[config.mk]
export PLATFORM = sky130hd
export DESIGN_NAME = watchdog_timer_magic_close
export DESIGN_NICKNAME = d
export VERILOG_FILES = /design/src/rtl/wdmc_pkg.sv /design/src/rtl/wdmc_cfg.sv /design/src/rtl/wdmc_engine.sv /design/src/rtl/wdmc_out_stage.sv /design/src/rtl/watchdog_timer_magic_close.sv
export VERILOG_INCLUDE_DIRS = /design/src /design/src/rtl
export SDC_FILE = /design/constraint.sdc
export NUM_CORES = 1
export LEC_CHECK = 0
export BUFFER_PORTS_ARGS = -buffer_cell sky130_fd_sc_hd__buf_2
export CELL_PAD_IN_SITES_DETAIL_PLACEMENT = 1
export CELL_PAD_IN_SITES_GLOBAL_PLACEMENT = 1
export CORE_UTILIZATION = 41
export CTS_CLUSTER_DIAMETER = 30
export DETAILED_ROUTE_END_ITERATION = 10
export PLACE_DENSITY = 0.84
export SLEW_MARGIN = 20
export SYNTH_ARGS = -nofsm -noshare
export SYNTH_HDL_FRONTEND = slang
export SYNTH_SLANG_ARGS = --single-unit
[constraint.sdc]
create_clock -name aclk -period 4.55 [get_ports aclk]
set_input_delay 0.91 -clock aclk [delete_from_list [all_inputs] [get_ports aclk]]
set_output_delay 0.91 -clock aclk [all_outputs]
set_load 0.01 [all_outputs]
[src/rtl/watchdog_timer_magic_close_macros.svh]
// Assertion macros used by the watchdog engine module.
`ifndef WATCHDOG_TIMER_MAGIC_CLOSE_MACROS_SVH
`define WATCHDOG_TIMER_MAGIC_CLOSE_MACROS_SVH

// Checks that the consequent holds in the same cycle as the antecedent.
`define WDMC_ASSERT_SAME(label, clk, rstn, ante, cons) \
    label: assert property (@(posedge clk) disable iff (!(rstn)) (ante) |-> (cons)) \
        else $error("watchdog same-cycle check failed");

// Checks that the consequent holds in the cycle after the antecedent.
`define WDMC_ASSERT_NEXT(label, clk, rstn, ante, cons) \
    label: assert property (@(posedge clk) disable iff (!(rstn)) (ante) |=> (cons)) \
        else $error("watchdog next-cycle check failed");

`endif

[src/rtl/wdmc_pkg.sv]
// Types, codes and constants of the watchdog timer with magic close.
package wdmc_pkg;

    localparam int TICKS_PER_SECOND_DEF = 100;
    localparam int DEFAULT_TIMEOUT_DEF  = 60;
    localparam int COUNT_W              = 23;
    localparam int TIMEOUT_W            = 16;
    localparam int CFG_INDEX_W          = 8;
    localparam int CFG_DATA_W           = 8;
    localparam logic [7:0] MAGIC_BYTE   = 8'h56;

    typedef enum logic [2:0] {
        OP_TICK        = 3'd0,
        OP_OPEN        = 3'd1,
        OP_RELEASE     = 3'd2,
        OP_WRITE_BYTE  = 3'd3,
        OP_KEEPALIVE   = 3'd4,
        OP_SET_TIMEOUT = 3'd5,
        OP_GET_TIMEOUT = 3'd6,
        OP_GET_STATUS  = 3'd7
    } op_t;

    typedef enum logic [1:0] {
        ST_OK          = 2'd0,
        ST_BUSY        = 2'd1,
        ST_BAD_TIMEOUT = 2'd2
    } status_t;

    typedef enum logic [CFG_INDEX_W-1:0] {
        REG_NO_WAY_OUT = 8'd0,
        REG_NO_REBOOT  = 8'd1
    } reg_index_t;

    typedef struct packed {
        op_t                  op;
        logic [7:0]           data_byte;
        logic                 first_of_write;
        logic [TIMEOUT_W-1:0] new_timeout;
    } in_item_t;

    typedef struct packed {
        status_t              status;
        logic [TIMEOUT_W-1:0] read_value;
        logic                 fired;
        logic                 reboot_request;
        logic                 unexpected_close;
    } out_item_t;

    typedef struct packed {
        logic no_way_out;
        logic no_reboot;
    } cfg_t;

endpackage

[src/rtl/wdmc_cfg.sv]
// Configuration registers written over the configuration channel.
module wdmc_cfg (
    input  logic                            aclk,
    input  logic                            aresetn,
    input  logic                            cfg_valid,
    input  logic [wdmc_pkg::CFG_INDEX_W-1:0] cfg_index,
    input  logic [wdmc_pkg::CFG_DATA_W-1:0]  cfg_data,
    output wdmc_pkg::cfg_t                  cfg
);
    import wdmc_pkg::*;

    cfg_t cfg_reg;
    cfg_t cfg_next;

    always_comb begin
        cfg_next = cfg_reg;
        if (cfg_valid) begin
            case (cfg_index)
                REG_NO_WAY_OUT: cfg_next.no_way_out = cfg_data[0];
                REG_NO_REBOOT:  cfg_next.no_reboot  = cfg_data[0];
                default:        cfg_next = cfg_reg;
            endcase
        end
    end

    always_ff @(posedge aclk) begin
        if (!aresetn) begin
            cfg_reg <= '0;
        end else begin
            cfg_reg <= cfg_next;
        end
    end

    assign cfg = cfg_reg;

endmodule

[src/rtl/wdmc_engine.sv]
// Watchdog state registers and the single-pass logic that serves one item.
module wdmc_engine #(
    parameter int TICKS_PER_SECOND = wdmc_pkg::TICKS_PER_SECOND_DEF,
    parameter int DEFAULT_TIMEOUT  = wdmc_pkg::DEFAULT_TIMEOUT_DEF
) (
    input  logic                aclk,
    input  logic                aresetn,
    input  logic                fire,
    input  wdmc_pkg::in_item_t  item,
    input  wdmc_pkg::cfg_t      cfg,
    output wdmc_pkg::out_item_t result
);
    import wdmc_pkg::*;
    `include "watchdog_timer_magic_close_macros.svh"

    localparam int PROD_W = TIMEOUT_W + $clog2(TICKS_PER_SECOND + 1);

    logic [TIMEOUT_W-1:0] timeout_reg, timeout_next;
    logic [COUNT_W-1:0]   countdown_reg, countdown_next;
    logic                 armed_reg, armed_next;
    logic                 held_open_reg, held_open_next;
    logic                 close_allowed_reg, close_allowed_next;

    logic [TIMEOUT_W-1:0] reload_src;
    logic [PROD_W-1:0]    reload_prod;
    logic [COUNT_W-1:0]   reload_count;

    assign reload_src   = (item.op == OP_SET_TIMEOUT) ? item.new_timeout : timeout_reg;
    assign reload_prod  = PROD_W'(reload_src) * PROD_W'(TICKS_PER_SECOND);
    assign reload_count = COUNT_W'(reload_prod);

    always_comb begin
        timeout_next       = timeout_reg;
        countdown_next     = countdown_reg;
        armed_next         = armed_reg;
        held_open_next     = held_open_reg;
        close_allowed_next = close_allowed_reg;
        result             = '0;
        result.status      = ST_OK;
        case (item.op)
            OP_TICK: begin
                if (armed_reg) begin
                    if (countdown_reg <= COUNT_W'(1)) begin
                        countdown_next        = '0;
                        armed_next            = 1'b0;
                        result.fired          = 1'b1;
                        result.reboot_request = !cfg.no_reboot;
                    end else begin
                        countdown_next = countdown_reg - COUNT_W'(1);
                    end
                end
            end
            OP_OPEN: begin
                if (held_open_reg) begin
                    result.status = ST_BUSY;
                end else begin
                    held_open_next = 1'b1;
                    countdown_next = reload_count;
                    armed_next     = 1'b1;
                end
            end
            OP_RELEASE: begin
                if (close_allowed_reg || !cfg.no_way_out) begin
                    armed_next     = 1'b0;
                    countdown_next = '0;
                end else begin
                    result.unexpected_close = 1'b1;
                end
                held_open_next = 1'b0;
            end
            OP_WRITE_BYTE: begin
                if (!cfg.no_way_out) begin
                    if (item.data_byte == MAGIC_BYTE) begin
                        close_allowed_next = 1'b1;
                    end else if (item.first_of_write) begin
                        close_allowed_next = 1'b0;
                    end
                end
                countdown_next = reload_count;
                armed_next     = 1'b1;
            end
            OP_KEEPALIVE: begin
                countdown_next = reload_count;
                armed_next     = 1'b1;
            end
            OP_SET_TIMEOUT: begin
                if (item.new_timeout == '0) begin
                    result.status = ST_BAD_TIMEOUT;
                end else begin
                    timeout_next      = item.new_timeout;
                    countdown_next    = reload_count;
                    armed_next        = 1'b1;
                    result.read_value = item.new_timeout;
                end
            end
            OP_GET_TIMEOUT: begin
                result.read_value = timeout_reg;
            end
            default: begin
                result.status = ST_OK;
            end
        endcase
    end

    always_ff @(posedge aclk) begin
        if (!aresetn) begin
            timeout_reg       <= TIMEOUT_W'(DEFAULT_TIMEOUT);
            countdown_reg     <= '0;
            armed_reg         <= 1'b0;
            held_open_reg     <= 1'b0;
            close_allowed_reg <= 1'b0;
        end else if (fire) begin
            timeout_reg       <= timeout_next;
            countdown_reg     <= countdown_next;
            armed_reg         <= armed_next;
            held_open_reg     <= held_open_next;
            close_allowed_reg <= close_allowed_next;
        end
    end

    `WDMC_ASSERT_NEXT(a_fire_disarms, aclk, aresetn, fire && result.fired, !armed_reg)
    `WDMC_ASSERT_SAME(a_fire_on_tick, aclk, aresetn, result.fired, item.op == OP_TICK && armed_reg)
    `WDMC_ASSERT_SAME(a_reboot_needs_fire, aclk, aresetn, result.reboot_request, result.fired)
    `WDMC_ASSERT_SAME(a_disarmed_zero, aclk, aresetn, !armed_reg, countdown_reg == '0)
    `WDMC_ASSERT_NEXT(a_open_holds, aclk, aresetn, fire && item.op == OP_OPEN, held_open_reg)

endmodule

[src/rtl/wdmc_out_stage.sv]
// Result register that holds a finished item until the consumer takes it.
module wdmc_out_stage (
    input  logic                aclk,
    input  logic                aresetn,
    input  logic                load,
    input  wdmc_pkg::out_item_t load_data,
    output logic                can_load,
    output logic                m_valid,
    input  logic                m_ready,
    output wdmc_pkg::out_item_t m_data
);
    import wdmc_pkg::*;

    logic      out_valid_reg;
    out_item_t out_data_reg;

    assign can_load = !out_valid_reg || m_ready;

    always_ff @(posedge aclk) begin
        if (!aresetn) begin
            out_valid_reg <= 1'b0;
        end else if (load) begin
            out_valid_reg <= 1'b1;
        end else if (m_ready) begin
            out_valid_reg <= 1'b0;
        end
    end

    always_ff @(posedge aclk) begin
        if (load) begin
            out_data_reg <= load_data;
        end
    end

    assign m_valid = out_valid_reg;
    assign m_data  = out_data_reg;

endmodule

[src/rtl/watchdog_timer_magic_close.sv]
// Top level of the watchdog timer with magic close.
//
//   Channel   Direction  Handshake             Payload
//   s_        in         s_valid / s_ready     in_item_t: op, byte, first flag, timeout
//   m_        out        m_valid / m_ready     out_item_t: status, value, flags
//   cfg_      in         cfg_valid / cfg_ready index, data (bit 0 used)
//
// Every item gives one result: it waits in the input register, then passes through the
// engine logic into the result register.
// One item is taken per cycle unless the result stage stalls; the state update path holds
// one 16-bit by tick-rate multiply for the reload count.
// Synchronous active-low reset clears control and watchdog state and loads DEFAULT_TIMEOUT.
// A stalled result holds the engine, and s_ready drops once the input register is also full.
module watchdog_timer_magic_close #(
    parameter int TICKS_PER_SECOND = wdmc_pkg::TICKS_PER_SECOND_DEF,
    parameter int DEFAULT_TIMEOUT  = wdmc_pkg::DEFAULT_TIMEOUT_DEF
) (
    input  logic                             aclk,
    input  logic                             aresetn,
    input  logic                             s_valid,
    output logic                             s_ready,
    input  wdmc_pkg::in_item_t               s_data,
    output logic                             m_valid,
    input  logic                             m_ready,
    output wdmc_pkg::out_item_t              m_data,
    input  logic                             cfg_valid,
    output logic                             cfg_ready,
    input  logic [wdmc_pkg::CFG_INDEX_W-1:0] cfg_index,
    input  logic [wdmc_pkg::CFG_DATA_W-1:0]  cfg_data
);
    import wdmc_pkg::*;

    logic      in_valid_reg;
    in_item_t  in_item_reg;
    logic      can_load;
    logic      fire;
    cfg_t      cfg;
    out_item_t result;

    assign fire      = in_valid_reg && can_load;
    assign s_ready   = !in_valid_reg || fire;
    assign cfg_ready = 1'b1;

    always_ff @(posedge aclk) begin
        if (!aresetn) begin
            in_valid_reg <= 1'b0;
        end else if (s_valid && s_ready) begin
            in_valid_reg <= 1'b1;
        end else if (fire) begin
            in_valid_reg <= 1'b0;
        end
    end

    always_ff @(posedge aclk) begin
        if (s_valid && s_ready) begin
            in_item_reg <= s_data;
        end
    end

    wdmc_cfg u_cfg (
        .aclk      (aclk),
        .aresetn   (aresetn),
        .cfg_valid (cfg_valid),
        .cfg_index (cfg_index),
        .cfg_data  (cfg_data),
        .cfg       (cfg)
    );

    wdmc_engine #(
        .TICKS_PER_SECOND (TICKS_PER_SECOND),
        .DEFAULT_TIMEOUT  (DEFAULT_TIMEOUT)
    ) u_engine (
        .aclk    (aclk),
        .aresetn (aresetn),
        .fire    (fire),
        .item    (in_item_reg),
        .cfg     (cfg),
        .result  (result)
    );

    wdmc_out_stage u_out (
        .aclk      (aclk),
        .aresetn   (aresetn),
        .load      (fire),
        .load_data (result),
        .can_load  (can_load),
        .m_valid   (m_valid),
        .m_ready   (m_ready),
        .m_data    (m_data)
    );

endmodule
==> out/qor.csv, run 1 <==
metric,value,unit
status,finished with violations,
end_kind,register,
yosysMostFrequentCell,inv_1,
synth_area_leader_cell,edfxtp_1,
finalCritPeriodShare,1.01,
antenna_found_initial,0,
power,2.37,mW
nets,799,
clk_pin_slew,0.07,ns
synth_top_cell_area_share,0.245,
crit_top_cell,ha_1,
clk_latency,0.36,ns
synth-seq-area-share,0.399,
diodes,0,
synth-edff-count,49,
synth_cell_types,70,
drc_errors,0,
hold_viol_final,0,
grt_pass1_wl,26300,um
setup_slack,-0.0249,ns
crit_chain,"inv_2, and3_4, buf_4, mux2i_1, inv_1, ha_1, ha_2, ha_4, xor2_2, ha_1, nor2b_1, o31a_1, o41ai_4, o22ai_4, a2111oi_4, o21bai_1, xnor2_1, o22ai_1",
grt_max_degree,31,
die_x,123,um
drv_slew,0,
ys_top_cells_by_count,"60 x inv_1, 59 x nor2_1, 54 x ha_1",
cp.arrival,4.82,ns
fp.dieH,123,um
ant_nets,0,
netlist_area,6000,um^2
hpwl,12200,um
grt.met2_usage,0.429,
cts_root_buf,clkbuf_16,
drtIter0Drc,268,
netlist_instances,606,
cp-start-kind,register,
avgSynthCellArea,9.90,um^2
synth_area_leaders,"edfxtp_1 25%, dfxtp_1 15%, ha_1 11%",
yosysWarnings,0,
grt_util_met1,0.249,
relSlewSlack,0.361,
ir_drop,0.221,mV
dp_cells,844,
power.density,330,nW/um^2
h-tree-depth,3,
num_rows,43,
largest_reg_flops,28,
dr_total_vias,5049,
dr.pass1.iters,5,
crit_slowest_cell,edfxtp_1,
async_flop_share,0,
synth_ff_type,edfxtp_1,
cp_top_family,compound AO/OA/AOI/OAI gates,
path_class,reg -> reg,
required,4.79,ns
path_buf_inv,3,
gp_congestion,0.851,
violations,negative setup slack,
viasPerCell,5.80,
floorplan.die_area,15100,um^2
synth-seq-cells,95,
tightest_slew,0.958,ns
crit_fanout,6,
grt.total_usage,0.229,
wl_per_cell,20.6,um
finalWirelength,17900,um
grt-ovfl-total,0,
holdCritPathClass,reg -> reg,
ios,73,
critPathMaxStageDelay,0.43,ns
start_util,0.425,
numPortBuffers,64,
max_freq,0.219,GHz
layout-drive-gt1-share,0.243,
final.setup.tns,-0.0249,ns
gr-usage-met3,0.0447,
top_usage_layer,met2,
coreArea,14100,um^2
cts_hold_buffers,0,
fin_skew,0.00710,ns
power.leakage,3.05,nW
finalSetupViolations,1,
grt_pass1_vias,5367,
max_cap_violations,0,
tritoncts,done,
syn_to_final_growth,19.8,%
finalCriticalPeriod,4.57,ns
cts_buffers,9,
cts_sinks,95,
final-instance-count-excl-fill,871,
synthesis.nets,719,
clock_path_buffers,2,
[cell families after synthesis]
logic type      after synthesis  synth area share
simple gates                163             0.140
compound gates              135             0.152
flops                        95             0.399
buf+inv                      86            0.0584
fa+ha+maj                    64             0.146
mux                          44            0.0780
xor+xnor                     18            0.0263
other cells                   1          0.000625
[cell usage in the layout, fill, tap and decap left out, types with 6 or more instances in the layout]
cell type	netlist	layout
buf_2	10	64
inv_1	60	59
nor2_1	59	58
edfxtp_1	49	49
ha_1	54	48
dfxtp_1	46	46
nand2_1	30	30
a21oi_1	29	29
o21ai_0	32	29
buf_4	2	26
nor3_1	20	20
mux2i_1	22	19
a22o_1	18	18
mux2_2	22	18
xnor2_1	12	12
nor4_1	10	10
fa_1	10	10
clkbuf_16	0	10
nand3_1	9	9
a21o_1	6	6
o21a_1	6	6
o22ai_1	7	6
[routing by layer]
layer  share of wire  vias to the layer above
met3           0.041                       43
li1                -                     2339
met4           0.036                        0
met1            0.40                     2524
met5               0                        -
met2            0.53                      143
[worst paths after layout]
check | start | end | slack (ns) | cells after the start
setup reg to reg | in_item_reg[26] | u_engine.countdown_reg[22] | -0.02 | 18
hold reg to reg | u_engine.countdown_reg[14] | u_engine.countdown_reg[14] | 0.50 | 2
setup / recovery | in_item_reg[26] | u_engine.countdown_reg[22] | -0.02 | 18
hold / removal | u_engine.countdown_reg[14] | u_engine.countdown_reg[14] | 0.50 | 2
[report_power, final]
| group | total [mW] | switching [mW] | leakage (nW) | internal (mW) |
|---|---|---|---|---|
| sequential | 0.981 | 0.0377 | 0.843 | 0.943 |
| combinational | 0.588 | 0.351 | 2.06 | 0.237 |
| clock | 0.799 | 0.356 | 0.145 | 0.443 |
[worst min-delay path: stages, from the launching register on]
cell     delay, ns
dfxtp_1       0.32
o21ai_0       0.07
a21oi_1       0.06
[metrics by stage]
step | hold slack (ns) | utilization | instance area (um^2) | setup slack, ns
floorplan | 0.449 | - | 6010 | 0.00316
global placement | 0.462 | 0.466 | 6570 | 0.0246
detailed placement | 0.492 | 0.466 | 6570 | -0.320
CTS | 0.503 | 0.491 | 6920 | 0.00519
global route | 0.535 | 0.510 | 7180 | -0.177
finish | 0.503 | 0.510 | 7180 | -0.0249
[layout make-up]
class | count | area [um^2]
Multi-Input combinational cell | 426 | 3460
Fill cell | 1572 | 6910
Clock inverter | 6 | 67.6
Clock buffer | 10 | 239
Tap cell | 180 | 225
Inverter | 61 | 229
Timing Repair Buffer | 93 | 572
Sequential cell | 95 | 2390
[what timing repair did]
action,4_1_cts,5_1_grt
resized for setup,10,25
pin swaps,0,8
gates cloned,0,2
setup buffers,0,10
endpoints found under the setup margin,6,6
Note: power is estimated with default switching activity, not from simulation.
==> run 2: changes to the inputs <==
CORE_MARGIN = 3   (was default)
==> run 2 against run 1 <==
Non-clock buffer count down 2. Clock power up 5.0%. Critical path depth unchanged. The flow now finishes without violations. Sequential share of layout area down 0.41 points. Register-to-register slack better by 0.05 ns. Final area up 1.3%. Wire length up 6.6%. Largest cell class unchanged.
==> out/qor.csv, run 2 (same netlist as run 1, synthesis figures left out) <==
metric,value,unit,change
status,"complete, no violations",,was finished with violations
finalCriticalPeriod,4.52,ns,was 4.57 ns
power.density,335,nW/um^2,was 330 nW/um^2
cts_sinks,95,,unchanged
num_rows,43,,unchanged
largest_reg_flops,28,,unchanged
place_ws,-0.233,ns,was -0.320 ns
finalCritPeriodShare,0.994,,was 1.01
die_x,127,um,was 123 um
power,2.44,mW,was 2.37 mW
fp.dieH,127,um,was 123 um
floorplan.die_area,16100,um^2,was 15100 um^2
final_common_cell,buf_2,,unchanged
syn_to_final_growth,21.3,%,was 19.8%
grt_pass1_wl,26900,um,was 26300 um
cp_top_family,compound AO/OA/AOI/OAI gates,,unchanged
grt-ovfl-total,0,,unchanged
crit_top_cell,ha_1,,unchanged
ant_nets,0,,unchanged
dr_total_vias,5161,,was 5049
tightest_slew,0.982,ns,was 0.958 ns
cts_buffers,9,,unchanged
clk_latency,0.36,ns,about the same
coreArea,14100,um^2,unchanged
gp_congestion,0.847,,was 0.851
finalWirelength,19100,um,was 17900 um
relSlewSlack,0.345,,was 0.361
numPortBuffers,64,,unchanged
nets,797,,was 799
wl_per_cell,22.0,um,was 20.6 um
h-tree-depth,3,,unchanged
path_buf_inv,3,,unchanged
final_cell_mix,"64 x buf_2, 60 x inv_1, 57 x nor2_1",,"was 64 x buf_2, 59 x inv_1, 58 x nor2_1"
tritoncts,done,,unchanged
clk_pin_slew,0.07,ns,about the same
drc_errors,0,,unchanged
holdWs,0.505,ns,was 0.503 ns
final.setup.tns,0,ns,was -0.0249 ns
crit_slowest_cell,edfxtp_1,,unchanged
crit_chain,"inv_2, and3_4, buf_6, mux2i_4, inv_1, ha_1, ha_2, ha_4, xor2_2, ha_1, nor2b_4, o31a_1, o41ai_4, o22ai_2, a2111oi_2, o21bai_1, xnor2_1, o22ai_1",,"was inv_2, and3_4, buf_4, mux2i_1, inv_1, ha_1, ha_2, ha_4, xor2_2, ha_1, nor2b_1, o31a_1, o41ai_4, o22ai_4, a2111oi_4, o21bai_1, xnor2_1, o22ai_1"
required,4.78,ns,was 4.79 ns
utilization,0.516,,was 0.510
holdCritPathClass,reg -> reg,,unchanged
dp_cells,842,,was 844
dpl_cell_area,6570,um^2,about the same
grt_pass1_vias,5324,,was 5367
crit_fanout,8,,was 6
drtIter0Drc,362,,was 268
path_class,reg -> reg,,unchanged
cp.arrival,4.75,ns,was 4.82 ns
antenna_found_initial,0,,unchanged
max_freq,0.221,GHz,was 0.219 GHz
power.leakage,3.06,nW,was 3.05 nW
end_kind,register,,unchanged
cts_root_buf,clkbuf_16,,unchanged
final-instance-count-excl-fill,869,,was 871
grt_max_degree,29,,was 31
diodes,0,,unchanged
hold_viol_final,0,,unchanged
setup_slack,0.0253,ns,was -0.0249 ns
max_cap_violations,0,,unchanged
ir_drop,0.186,mV,was 0.221 mV
layout-drive-gt1-share,0.250,,was 0.243
cp-start-kind,register,,unchanged
clock_path_buffers,2,,unchanged
ios,73,,unchanged
grt_setup_unrepaired,true,,
hpwl,12200,um,about the same
fin_skew,0.00965,ns,was 0.00710 ns
dr.pass1.iters,5,,unchanged
rrSetupSlack,0.03,ns,was -0.02 ns
start_util,0.425,,unchanged
viasPerCell,5.94,,was 5.80
critPathMaxStageDelay,0.43,ns,about the same
drv_slew,0,,unchanged
grt.total_usage,0.208,,was 0.229
finalSetupViolations,0,,was 1
stdcell_area,7270,um^2,was 7180 um^2
run 2: report_power, final:
part	switching [mW]	internal [mW]	leakage (nW)
Clock	0.352	0.487	0.157
Sequential	0.0388	0.943	0.843
Combinational	0.367	0.250	2.06
Total	0.758	1.68	3.06
run 2: routing by layer:
metal | global-route usage | wire length (um) | up-vias
met3 | 0.0333 | 827 | 61
li1 | - | - | 2348
met4 | 0.0751 | 736 | 0
met5 | 0 | 0 | -
met2 | 0.399 | 10100 | 173
met1 | 0.230 | 7420 | 2579
run 2: path summary, 6_finish.rpt:
kind                                              endpoint  depth (start not counted)                       start
worst min register to register  u_engine.countdown_reg[13]                          2  u_engine.countdown_reg[13]
worst max register to register  u_engine.countdown_reg[22]                         18             in_item_reg[26]
worst max-delay path            u_engine.countdown_reg[22]                         18             in_item_reg[26]
worst min-delay path            u_engine.countdown_reg[13]                          2  u_engine.countdown_reg[13]
run 2: cell type report:
cell class | count | area (um^2)
clock buffer | 10 | 229
fill | 1595 | 6820
multi-input combinational | 426 | 3510
tap | 180 | 225
sequential | 95 | 2390
clock inverter | 6 | 92.6
timing repair buffer | 91 | 594
inverter | 61 | 229
run 2: worst register-to-register path, delay by kind of cell, from the launching register on:
family / cells / cell delay (ns)
xor gates and xnor gates: 2 / 0.37
adders and majority gates: 4 / 0.99
AOI/OAI and AO/OA: 6 / 1.44
DFF: 1 / 0.43
buffers and inverters: 3 / 0.41
and+or+nand+nor: 2 / 0.47
muxes: 1 / 0.29
run 2: timing repair:
action / 4_1_cts / 5_1_grt
setup endpoints to repair: 6 / 5
resized for setup: 10 / 32
pin swaps: 1 / 14
setup buffers: 0 / 8
hold buffers: 0 / 0
gates cloned: 1 / 2
